**src/assert_macros.svh**
```systemverilog
// Assertion macros used by the top-level RTL file of the priority queue.
`ifndef ASSERT_MACROS_SVH
`define ASSERT_MACROS_SVH

// Check an implication on every clock edge outside reset.
`define SSPQ_ASSERT_IMPL(label, ante, cons, msg) \
  label: assert property (@(posedge clk) disable iff (rst) (ante) |-> (cons)) else $error(msg);

// Check an implication in the cycle after the antecedent, outside reset.
`define SSPQ_ASSERT_NEXT(label, ante, cons, msg) \
  label: assert property (@(posedge clk) disable iff (rst) (ante) |=> (cons)) else $error(msg);

// Check a plain condition on every clock edge outside reset.
`define SSPQ_ASSERT_ALWAYS(label, cond, msg) \
  label: assert property (@(posedge clk) disable iff (rst) (cond)) else $error(msg);

`endif

```
**src/sspq_pkg.sv**
```systemverilog
// Shared constants and types of the stable sorted priority queue.
`default_nettype none

package sspq_pkg;

  // Field widths fixed by the stream format
  localparam int PRI_BITS = 16;
  localparam int TAG_BITS = 16;

  // Defaults of the top-level parameters
  localparam int DEPTH_DEF        = 16;
  localparam int PAYLOAD_BITS_DEF = 16;

  // Operation codes carried in tuser
  localparam logic FUNC_ENQ = 1'b0;
  localparam logic FUNC_DEQ = 1'b1;

  // Command broadcast to every cell of the row
  typedef struct packed {
    logic enq;
    logic deq;
  } sspq_cmd_t;

endpackage

`default_nettype wire

```
**src/stable_sorted_priority_queue_unit.sv**
```systemverilog
// Top level of the stable sorted priority queue: row of cells, count and result beat.
`default_nettype none
`include "assert_macros.svh"

// Stable minimum priority queue of DEPTH entries held in a row of cells, kept in
// ascending signed priority; equal priorities leave in arrival order. Each input
// beat is an enqueue (tuser = 0) or a dequeue of the head (tuser = 1); every beat
// returns one result beat with the head entry, a head valid bit, the entry count
// after the operation and a drop flag for an enqueue into a full queue. A dequeue
// of an empty queue changes nothing. On each accepted beat all cells compare the
// new priority in parallel and shift at the same clock edge, and the result is
// read from the head cell in the cycle after. One beat per cycle is sustained as
// long as the result side takes a beat every cycle. Only the low PAYLOAD_BITS bits
// of a payload are stored.
module stable_sorted_priority_queue_unit #(
  parameter int DEPTH        = sspq_pkg::DEPTH_DEF,
  parameter int PAYLOAD_BITS = sspq_pkg::PAYLOAD_BITS_DEF,
  localparam int CntW        = $clog2(DEPTH + 1),
  localparam int OutBits     = 2 + 2 * sspq_pkg::PRI_BITS + CntW,
  localparam int OutW        = ((OutBits + 7) / 8) * 8
) (
  input  wire                clk,
  input  wire                rst,
  input  wire                s_axis_tvalid,
  output logic               s_axis_tready,
  // priority_req [15:0], payload [31:16]
  input  wire  [31:0]        s_axis_tdata,
  // func [0]
  input  wire  [0:0]         s_axis_tuser,
  output logic               m_axis_tvalid,
  input  wire                m_axis_tready,
  // head_valid [0], head_priority [16:1], head_payload [32:17],
  // entry_count [33 +: CntW], dropped [33 + CntW], zero fill above
  output logic [OutW-1:0]    m_axis_tdata
);

  localparam int PriW   = sspq_pkg::PRI_BITS;
  localparam int TagW   = sspq_pkg::TAG_BITS;
  localparam int WideW  = (PAYLOAD_BITS > TagW) ? PAYLOAD_BITS : TagW;

  // Handshakes
  logic in_acc, out_acc;
  assign s_axis_tready = !m_axis_tvalid || m_axis_tready;
  assign in_acc  = s_axis_tvalid && s_axis_tready;
  assign out_acc = m_axis_tvalid && m_axis_tready;

  // Unpack the input beat
  logic signed [PriW-1:0]   in_pri;
  logic [TagW-1:0]          in_tag;
  logic [WideW-1:0]         in_tag_wide;
  logic [PAYLOAD_BITS-1:0]  in_pl;
  assign in_pri      = s_axis_tdata[PriW-1:0];
  assign in_tag      = s_axis_tdata[PriW +: TagW];
  assign in_tag_wide = WideW'(in_tag);
  assign in_pl       = in_tag_wide[PAYLOAD_BITS-1:0];

  // Decode the operation against the fill level
  logic [CntW-1:0]     count, count_next;
  logic                full, empty;
  sspq_pkg::sspq_cmd_t cmd;
  assign full    = (count == CntW'(DEPTH));
  assign empty   = (count == '0);
  assign cmd.enq = in_acc && (s_axis_tuser[0] == sspq_pkg::FUNC_ENQ) && !full;
  assign cmd.deq = in_acc && (s_axis_tuser[0] == sspq_pkg::FUNC_DEQ) && !empty;

  // Row of cells
  logic                    cell_lt    [DEPTH];
  logic                    cell_valid [DEPTH];
  logic signed [PriW-1:0]  cell_pri   [DEPTH];
  logic [PAYLOAD_BITS-1:0] cell_pl    [DEPTH];

  for (genvar i = 0; i < DEPTH; i++) begin : g_cell
    logic                    p_lt, p_valid, n_valid;
    logic signed [PriW-1:0]  p_pri, n_pri;
    logic [PAYLOAD_BITS-1:0] p_pl, n_pl;

    if (i == 0) begin : g_first
      assign p_lt    = 1'b0;
      assign p_valid = 1'b0;
      assign p_pri   = '0;
      assign p_pl    = '0;
    end else begin : g_mid
      assign p_lt    = cell_lt[i-1];
      assign p_valid = cell_valid[i-1];
      assign p_pri   = cell_pri[i-1];
      assign p_pl    = cell_pl[i-1];
    end

    if (i == DEPTH - 1) begin : g_last
      assign n_valid = 1'b0;
      assign n_pri   = '0;
      assign n_pl    = '0;
    end else begin : g_inner
      assign n_valid = cell_valid[i+1];
      assign n_pri   = cell_pri[i+1];
      assign n_pl    = cell_pl[i+1];
    end

    sspq_cell #(
      .PAYLOAD_BITS(PAYLOAD_BITS)
    ) u_cell (
      .clk       (clk),
      .rst       (rst),
      .cmd       (cmd),
      .new_pri   (in_pri),
      .new_pl    (in_pl),
      .prev_lt   (p_lt),
      .prev_valid(p_valid),
      .prev_pri  (p_pri),
      .prev_pl   (p_pl),
      .next_valid(n_valid),
      .next_pri  (n_pri),
      .next_pl   (n_pl),
      .lt        (cell_lt[i]),
      .valid     (cell_valid[i]),
      .pri       (cell_pri[i]),
      .pl        (cell_pl[i])
    );
  end

  // Track the number of stored entries
  always_comb begin
    count_next = count;
    if (cmd.enq) begin
      count_next = count + CntW'(1);
    end else if (cmd.deq) begin
      count_next = count - CntW'(1);
    end
  end

  always_ff @(posedge clk) begin
    if (rst) begin
      count <= '0;
    end else begin
      count <= count_next;
    end
  end

  // Hold the result beat until taken; flag a refused enqueue
  logic dropped;
  always_ff @(posedge clk) begin
    if (rst) begin
      m_axis_tvalid <= 1'b0;
      dropped       <= 1'b0;
    end else if (in_acc) begin
      m_axis_tvalid <= 1'b1;
      dropped       <= (s_axis_tuser[0] == sspq_pkg::FUNC_ENQ) && full;
    end else if (out_acc) begin
      m_axis_tvalid <= 1'b0;
    end
  end

  // Read the head cell, zero when the queue is empty
  logic                   head_valid;
  logic signed [PriW-1:0] head_pri;
  logic [WideW-1:0]       head_pl_wide;
  logic [TagW-1:0]        head_tag;
  assign head_valid   = cell_valid[0];
  assign head_pri     = head_valid ? cell_pri[0] : '0;
  assign head_pl_wide = head_valid ? WideW'(cell_pl[0]) : '0;
  assign head_tag     = head_pl_wide[TagW-1:0];

  // Pack the result beat
  assign m_axis_tdata = OutW'({dropped, count, head_tag, head_pri, head_valid});

  // Checks on the queue bookkeeping
  `SSPQ_ASSERT_ALWAYS(a_count_range, count <= CntW'(DEPTH), "entry count above depth")
  `SSPQ_ASSERT_ALWAYS(a_head_matches_count, head_valid == (count != '0),
                      "head cell validity disagrees with entry count")
  `SSPQ_ASSERT_NEXT(a_enq_grows, cmd.enq, count == $past(count) + CntW'(1),
                    "accepted enqueue did not grow the queue")
  `SSPQ_ASSERT_IMPL(a_drop_only_full, m_axis_tvalid && dropped, full,
                    "drop reported while queue not full")

endmodule

`default_nettype wire

```
**src/sspq_cell.sv**
```systemverilog
// One slot of the sorted row: holds an entry and trades it with its neighbors.
`default_nettype none

module sspq_cell #(
  parameter int PAYLOAD_BITS = sspq_pkg::PAYLOAD_BITS_DEF
) (
  input  wire                                  clk,
  input  wire                                  rst,
  input  wire sspq_pkg::sspq_cmd_t             cmd,
  input  wire logic signed [sspq_pkg::PRI_BITS-1:0] new_pri,
  input  wire logic [PAYLOAD_BITS-1:0]         new_pl,
  // left neighbor (closer to the head)
  input  wire logic                            prev_lt,
  input  wire logic                            prev_valid,
  input  wire logic signed [sspq_pkg::PRI_BITS-1:0] prev_pri,
  input  wire logic [PAYLOAD_BITS-1:0]         prev_pl,
  // right neighbor (closer to the tail)
  input  wire logic                            next_valid,
  input  wire logic signed [sspq_pkg::PRI_BITS-1:0] next_pri,
  input  wire logic [PAYLOAD_BITS-1:0]         next_pl,
  // own contents
  output logic                                 lt,
  output logic                                 valid,
  output logic signed [sspq_pkg::PRI_BITS-1:0] pri,
  output logic [PAYLOAD_BITS-1:0]              pl
);

  // New entry goes in front of this slot when the slot is empty or strictly larger
  assign lt = !valid || (new_pri < pri);

  // Valid bit: take the new entry, shift right, or shift left
  always_ff @(posedge clk) begin
    if (rst) begin
      valid <= 1'b0;
    end else if (cmd.enq && lt) begin
      valid <= prev_lt ? prev_valid : 1'b1;
    end else if (cmd.deq) begin
      valid <= next_valid;
    end
  end

  // Entry contents follow the same moves
  always_ff @(posedge clk) begin
    if (cmd.enq && lt) begin
      if (prev_lt) begin
        pri <= prev_pri;
        pl  <= prev_pl;
      end else begin
        pri <= new_pri;
        pl  <= new_pl;
      end
    end else if (cmd.deq) begin
      pri <= next_pri;
      pl  <= next_pl;
    end
  end

endmodule

`default_nettype wire

```
**config.mk**
```make
export PLATFORM = sky130hd
export DESIGN_NAME = stable_sorted_priority_queue_unit
export DESIGN_NICKNAME = d
export VERILOG_FILES = /design/src/sspq_pkg.sv /design/src/stable_sorted_priority_queue_unit.sv /design/src/sspq_cell.sv
export VERILOG_INCLUDE_DIRS = /design/src /design/src/src
export SDC_FILE = /design/constraint.sdc
export NUM_CORES = 1
export LEC_CHECK = 0
export BUFFER_PORTS_ARGS = -buffer_cell sky130_fd_sc_hd__buf_2
export CAP_MARGIN = 10
export CORE_MARGIN = 10
export CORE_UTILIZATION = 35
export CTS_BUF_LIST = sky130_fd_sc_hd__clkbuf_8
export CTS_CLUSTER_SIZE = 8
export DETAILED_ROUTE_END_ITERATION = 6
export GPL_TIMING_DRIVEN = 0
export PLACE_DENSITY = 0.52
export SLEW_MARGIN = 20
export SYNTH_ARGS = -nofsm -noshare
export SYNTH_HDL_FRONTEND = slang
export SYNTH_SLANG_ARGS = --single-unit
```
**constraint.sdc**
```tcl
create_clock -name clk -period 4.6 [get_ports clk]
set_input_delay 0.23 -clock clk [delete_from_list [all_inputs] [get_ports clk]]
set_output_delay 0.23 -clock clk [all_outputs]
set_load 0.03 [all_outputs]
```
==> results of run 1 <==
==> through the flow <==
step	utilization	setup TNS (ps)	total power [mW]
finish	0.395	0	17.9
global route	0.395	0	19.0
CTS	0.395	0	17.9
detailed placement	0.376	0	13.5
global placement	0.373	-344880	13.3
floorplan	-	0	11.5
==> cell usage after synthesis (all sizes together), types with 19 or more instances <==
library cell	count	area, µm²
nand2b	19	119
o21ai	251	1260
nand3	71	355
o221ai	19	166
clkbuf	194	728
mux2i	324	3270
a31oi	34	219
a22oi	21	158
a22o	30	263
and2	38	238
a21o	24	180
a21oi	355	1780
edfxtp	512	15400
o22ai	153	957
buf	96	523
ha	243	3040
nor2	483	1830
inv	275	1030
nand4	22	138
nand2	308	1160
mux2	51	574
dfxtp	23	460
o211ai	26	200
==> how the worst max path moves through the flow <==
stage	startpoint	endpoint	slack, ps
final	count[0]	count[4]	310
after global routing	count[0]	g_cell[15].u_cell.pri[10]	100
after CTS	count[0]	count[4]	310
after detailed placement	s_axis_tdata[6]	g_cell[14].u_cell.pri[6]	130
after global placement	count[0]	g_cell[1].u_cell.pl[14]	-1670
after floorplan	g_cell[14].u_cell.pri[6]	g_cell[14].u_cell.pl[0]	680
==> critical path, cell delays in order (launching register included) <==
cell,delay (ps)
sky130_fd_sc_hd__dfxtp_1,460
sky130_fd_sc_hd__nor4_1,150
sky130_fd_sc_hd__a211oi_4,830
sky130_fd_sc_hd__inv_1,300
sky130_fd_sc_hd__buf_2,430
sky130_fd_sc_hd__clkbuf_2,550
sky130_fd_sc_hd__fa_1,590
sky130_fd_sc_hd__a21o_1,190
sky130_fd_sc_hd__a21oi_1,170
sky130_fd_sc_hd__mux2i_1,240
sky130_fd_sc_hd__xnor2_1,150
sky130_fd_sc_hd__nor2_1,50
==> placed cells by master, fill, tap and decap left out, drive strengths merged, types with 5 or more instances in the layout <==
| cell | instances |
|---|---|
| edfxtp | 512 |
| nor2 | 483 |
| a21oi | 355 |
| mux2i | 324 |
| nand2 | 308 |
| inv | 306 |
| clkbuf | 299 |
| o21ai | 251 |
| ha | 243 |
| buf | 178 |
| o22ai | 153 |
| nand3 | 71 |
| mux2 | 51 |
| clkinv | 48 |
| and2 | 38 |
| a31oi | 34 |
| a22o | 30 |
| o211ai | 26 |
| a21o | 24 |
| dfxtp | 23 |
| nand4 | 22 |
| a22oi | 21 |
| nand2b | 19 |
| o221ai | 19 |
| nand3b | 17 |
| a32o | 17 |
| a31o | 14 |
| a211oi | 14 |
| nor3 | 11 |
| a2111oi | 10 |
| nor4 | 9 |
| a211o | 9 |
| dlygate4sd3 | 9 |
| nor2b | 5 |
==> flip-flops by register name, indices dropped and copies added, names as in the netlist <==
name and cells:
g_cell.u_cell.pl 256, m_axis_tvalid 1, dropped 1, count 5
g_cell.u_cell.valid 16, g_cell.u_cell.pri 256
==> where the power goes <==
group	internal [mW]	leakage, nW	switching, mW
clock network	2.18	1.06	2.23
logic	2.09	10.7	3.54
registers	6.95	5.05	0.866
total	11.2	16.8	6.64
==> cells by family (layout without fill, tap and decap cells) <==
kind of cell / after synthesis / count (layout) / synth area share
compound gates: 1015 / 1015 / 0.172
xor+xnor: 4 / 4 / 0.000990
fa+ha+maj: 244 / 244 / 0.0865
buf+inv: 565 / 843 / 0.0645
flops: 535 / 535 / 0.448
mux: 375 / 375 / 0.109
other cells: 1 / 5 / 0.000106
simple gates: 1000 / 1000 / 0.119
==> area by class of cell <==
class | instances | share of cell area
Antenna cell | 4 | 0.000253
Buffer | 290 | 0.0317
Clock buffer | 105 | 0.0365
Clock inverter | 82 | 0.00997
Inverter | 275 | 0.0261
Multi-Input combinational cell | 2639 | 0.438
Sequential cell | 535 | 0.400
Tap cell | 1298 | 0.0411
Timing Repair Buffer | 91 | 0.0157
==> metal layers <==
layer / vias up / wire [µm]
li1: 14000 / -
met1: 13600 / 52400
met2: 971 / 53800
met3: 214 / 6830
met4: 0 / 4820
met5: - / 0
==> summary by stage, run 1 <==
STA
Setup repair after global routing left no endpoint under its margin. The normalized max-slew margin is 0.247. In the finished design, the share of the clock period the worst path needs comes to 0.934. Once routing completed, OpenROAD measured the worst setup slack at 306 ps.

The transition at the pin with the smallest max-transition slack is 1130 ps. Timing would allow up to 233 MHz. The max-slew violation count is 0. Setup violations remaining at the end of the flow were counted as 0. The worst clock skew on the final layout is 46.8 ps. The final critical delay including setup and external delays is 4290 ps.

Hold timing on the final database bottoms out at a slack of 64.5 ps. The final hold violation count is 0.

Worst setup path
The worst setup path is of the register to register kind. The worst register-to-register path ends at count[4]. The logic depth of the worst register-to-register path is 11. The data required time of the critical path is 5170 ps. The worst flop-to-flop path startpoint is count[0]. The category of the worst setup path capture point is a register. Setup slack on the worst reg-to-reg path comes out at 310 ps. STA classifies the critical path startpoint as a register. The maximum net fanout on the critical path is 13. The data arrival time of the critical path is 4870 ps.

Synthesis
The cell area that synthesis handed to floorplanning was 0.0354 mm². In the synthesized netlist the async set-or-reset flop fraction comes to 0. Synthesis instantiated 74 different standard cells from the library. The number of cells produced by synthesis is 3,739.

The count of synthesis-stage warnings from yosys is 0. The number of synthesized flops with an enable pin is 512. The number of nets produced by synthesis is 4,020. After synthesis, the mean cell area works out to 9.46 µm². Synthesis inferred 535 register bits. For this run, the register share of the synthesized area comes to 0.448.

Among all flip-flop cells after synthesis, the most frequent one is sky130_fd_sc_hd__edfxtp_1.

Placement
The half-perimeter wire length after detailed placement is 95.3 mm. After detailed placement, the design holds a cell count of 5,119. Timing analysis after detailed placement gives a worst setup slack of 129 ps. In this run the tool buffered the top-level ports with 76 buffer cells. At the end of routability-driven placement, the weighted congestion stood at 0.905. The cell area after placement is 0.0376 mm².

Floorplanning
The floorplan step set the die height to 338 µm. The boundary pin count is 79. The area of the placeable core is 0.100 mm². The floorplan die area is 0.114 mm².

The initialized floorplan defines 116 standard-cell rows. The die outline width is 338 µm. The starting density of the core is 0.353.

Clocking
The CTS tree is done. The H-tree generated during clock tree synthesis spans 3 levels. The clock latency of the later-clocked register in the worst-skew pair is 730 ps. The number of hold buffers added after CTS was 9. CTS placed an instance of sky130_fd_sc_hd__clkbuf_8 at the clock tree root.

The buffer depth of the longest clock path is 3. For this design, the sink count on the clock tree is 535. The clock-pin slew on the worst setup and hold paths is 60 ps. Once the clock tree was built, the resizer swapped 0 gates to a different size. Counting the buffers created by CTS gives 102. The buffers inserted during post-CTS setup optimization is 0.

Final layout
The post-route cell area is 0.0396 mm². After filler insertion, the fill cell instance count of the layout stands at 10,200. The multi-input gate area in the final layout is 0.0173 mm². At the end of the flow, the number of nets in the layout was 4,215. The area added between synthesis and finish is 11.8%.

Registers take 0.0158 mm². Of the cells placed in the final design, the portion with a size suffix greater than 1 is 0.0904. The filler-free cell count of the finished design is 5,319.

Detailed routing
The iteration-0 DRC count of the detailed router is 2,543. The detailed-router iteration count before antenna repair is 6. The average via count per standard cell is 5.42. The total detailed-routing wirelength is 118 mm.

The vias after detailed routing is 28,800. The count of antenna-violating nets left after detailed routing is 0. The average wire per standard cell is 22.2 µm.

The number of design rule violations left after detail routing is 0.

Pwr
IR analysis of the VDD net gives a maximum drop of 0.153 mV. The analysis attributes to cell leakage a power of 16.8 nW. Power spread over the standard cell area amounts to 451 mW/mm².

Global route
The total overflow left after global routing is 0. The met2 capacity usage during global routing is 0.326. The met1 usage is 0.266. The overall track demand over capacity in global routing is 0.200.

The pin count of the biggest net entering global routing is 33. The number of antenna violations at the first check in global routing is 6. The busiest layer in global routing is met2. The number of global-route vias before repair is 28,400.

The first global-routing pass estimated 175 mm of wire. The met3 routing resource usage after global routing is 0.0240.

Run status
The run finished with clean final reports.

Min path
The source of the worst hold timing path is s_axis_tdata[20]. The instance count along the most critical hold path is 3. The path with the worst hold slack has its endpoint at g_cell[1].u_cell.pl[4].

The type of the most critical hold path is primary input to register.

Job
Max-cap violations in this run came to 0.
No activity file was read; power rests on OpenSTA's default activity.
==> run 2, diff against run 1 <==
--- a/config.mk
+++ b/config.mk
@@ -15,6 +15,7 @@
 export DETAILED_ROUTE_END_ITERATION = 6
 export GPL_TIMING_DRIVEN = 0
 export PLACE_DENSITY = 0.52
+export RECOVER_POWER = 50
 export SLEW_MARGIN = 20
 export SYNTH_ARGS = -nofsm -noshare
 export SYNTH_HDL_FRONTEND = slang
==> summary by stage, run 2 (synthesized netlist as in run 1, its figures left out) <==
STA
Setup repair after global routing left no endpoint under its margin. The final-report setup violation count is 0 (unchanged). The max-slew violation count is 0 (unchanged). The final critical delay including setup and external delays is 4430 ps (+133 ps). The achievable frequency is 226 MHz (-3.0%). The worst clock skew on the final layout came to 49.1 ps (+2.26 ps). The share of the clock period used by the worst path is 0.962 (+0.0289).

The final hold violation count is 0 (unchanged). The transition at the pin with the smallest max-transition slack is 1410 ps (+280 ps). The normalized max-slew margin is 0.0605 (-0.187).

Worst setup path
The most numerous cell type found on the critical path is sky130_fd_sc_hd__clkbuf_1. The delay of the slowest critical-path stage is 830 ps (about the same). The maximum net fanout on the critical path was 10 (-3). The startpoint kind of the worst setup timing path is a register. STA classifies the critical path endpoint as a register. The data required time of the critical path came to 5080 ps (-90 ps). Traced cell by cell, the critical path runs through inv_1, ha_1, a21o_1, a21oi_1, o311ai_0, a311oi_1, or2_1, clkbuf_1, mux2i_1, nor2_8, clkbuf_1, mux2_1.

The setup path with the least slack is of type register to register. The critical path's slowest cell is sky130_fd_sc_hd__mux2i_1. The data arrival time of the critical path came to 4900 ps (+30 ps).

Detailed routing
The average via count per standard cell is 5.42 (about the same). The detailed-router iteration count before antenna repair was 7 (+1). The vias after detailed routing was 28,800 (+0.083%).

The iteration-0 DRC count of the detailed router was 2,490 (-2.1%). The average wire per standard cell was 22.2 µm (+0.10%). The number of design rule violations left after detail routing is 2 (+2). The count of antenna-violating nets left after detailed routing was 0 (unchanged).

The total detailed-routing wirelength was 118 mm (+0.12%).

Clocking
The clock latency of the later-clocked register in the worst-skew pair was 740 ps (about the same). The root buffer cell is sky130_fd_sc_hd__clkbuf_8. The CTS tree is done. The number of clock sinks was 535 (unchanged). The H-tree depth is 3 (unchanged). The buffers inserted during post-CTS setup optimization is 0 (unchanged). The number of gates resized after cts is 0 (unchanged). The CTS buffer count is 102 (unchanged). The clock-pin slew on the worst setup and hold paths came to 60 ps (about the same). The hold-fix buffer count after cts is 9 (unchanged).

The buffer depth of the longest clock path is 3 (unchanged).

Global route
The busiest layer in global routing is met2. The leftover overflow at the end of global routing is 0 (unchanged). The number of global-route vias before repair is 28,400 (unchanged). The number of antenna violations at the first check in global routing is 6 (unchanged). The met1 usage was 0.266 (unchanged). The wire length of the first global-routing pass is 175 mm (unchanged). The pin count of the biggest net entering global routing is 33 (unchanged). The met2 capacity usage during global routing is 0.326 (unchanged). The met3 routing resource usage after global routing is 0.0240 (unchanged).

The overall track demand over capacity in global routing is 0.200 (unchanged).

Floorplanning
The boundary pin count was 79 (unchanged). The die outline width is 338 µm (unchanged). The floorplan die area was 0.114 mm² (unchanged). The area of the placeable core is 0.100 mm² (unchanged). The number of placement rows is 116 (unchanged). The height of the die is 338 µm (unchanged).

The starting density of the core was 0.353 (unchanged).

Final layout
The final design utilization was 0.393 (-0.00176). The library cell used most frequently in the layout, excluding fill and tap cells, is sky130_fd_sc_hd__edfxtp_1. The post-route cell area is 0.0394 mm² (-0.45%).

The post-layout net count was 4,215 (unchanged). The proportion of layout cells with a drive suffix above 1 is 0.0707 (-0.0197). The largest registers in the layout are g_cell.u_cell.pl (256), g_cell.u_cell.pri (256), g_cell.u_cell.valid (16). The area added between synthesis and finish is 11.3%. The top cell types in the final layout, fill and taps aside, are sky130_fd_sc_hd__edfxtp_1 (512), sky130_fd_sc_hd__nor2_1 (482), sky130_fd_sc_hd__a21oi_1 (355). The filler-free cell count of the finished design is 5,320 (+0.019%).

Placement
The cell area after placement is 0.0376 mm² (unchanged). The half-perimeter wire length after detailed placement was 95.3 mm (unchanged). The number of buffers added on ports is 76 (unchanged).

The final RePlAce weighted congestion is 0.905 (unchanged). The cell total after placement is 5,119 (unchanged).

Job
The total of max-cap violations came to 0 (unchanged).

Pwr
The static leakage power is 16.5 nW (-1.6%). The maximum VDD drop is 0.153 mV (+0.26%). The cell area power density is 452 mW/mm² (+0.15%). The total power consumption of the routed design is 17.8 mW (-0.30%).

Min path
The type of the most critical hold path is primary input to register.

Run status
The final reports fail on DRC. The run finished, with violations left.
[run 2: changes by cell type in the layout (fill, tap and decap cells not counted), moves of 3 or more]
cell / delta
sky130_fd_sc_hd__buf_2: -64
sky130_fd_sc_hd__and2_0: +3
sky130_fd_sc_hd__buf_4: -5
sky130_fd_sc_hd__buf_1: -11
sky130_fd_sc_hd__clkbuf_1: +81
sky130_fd_sc_hd__and2_1: -3
[run 2: per-stage QoR]
stage	TNS, ps	hold slack [ps]	setup slack [ps]
2_1_floorplan	0	359	682
3_3_place_gp	-344880	469	-1670
3_5_place_dp	0	476	129
4_1_cts	0	0.254	314
5_1_grt	0	43.8	66.0
6_report	0	60.3	173
[run 2: worst paths after layout]
path,startpoint,end,slack (ps),depth (start not counted)
setup / recovery,g_cell[1].u_cell.pri[9],g_cell[1].u_cell.pl[14],170,12
hold reg to reg,dropped,dropped,490,2
setup reg to reg,g_cell[1].u_cell.pri[9],g_cell[1].u_cell.pl[14],170,12
hold / removal,s_axis_tdata[17],g_cell[1].u_cell.pl[1],60,3
[run 2: power by group]
| part | internal [mW] | switching, mW |
|---|---|---|
| registers | 6.95 | 0.869 |
| logic | 2.04 | 3.54 |
| clock network | 2.18 | 2.22 |
[run 2: layout make-up]
cell class              count  area (µm²)
fillers                 10200       60800
multi-input cells        2639       17300
flip-flops and latches    535       15800
well taps                1298        1620
clock buffers             105        1450
plain buffers             290        1190
inverters                 275        1030
repair buffers             91         547
clock inverters            82         394
diodes                      5        12.5
[run 2: layer usage]
layer | wire length (µm) | share of wire | vias to the layer above
met5 | 0 | 0 | -
met4 | 4770 | 0.040 | 0
met3 | 6950 | 0.059 | 205
met2 | 53900 | 0.46 | 980
met1 | 52400 | 0.44 | 13600
li1 | - | - | 14000
[run 2: worst max-delay path: cells and delay by family, from the launching register on]
family | cells | cell delay [ps]
flip-flops | 1 | 450
adder cells (fa/ha/maj) | 1 | 240
buffers and inverters | 3 | 790
AO/OA/AOI/OAI | 4 | 1190
AND/OR/NAND/NOR | 2 | 240
multiplexers | 2 | 1280
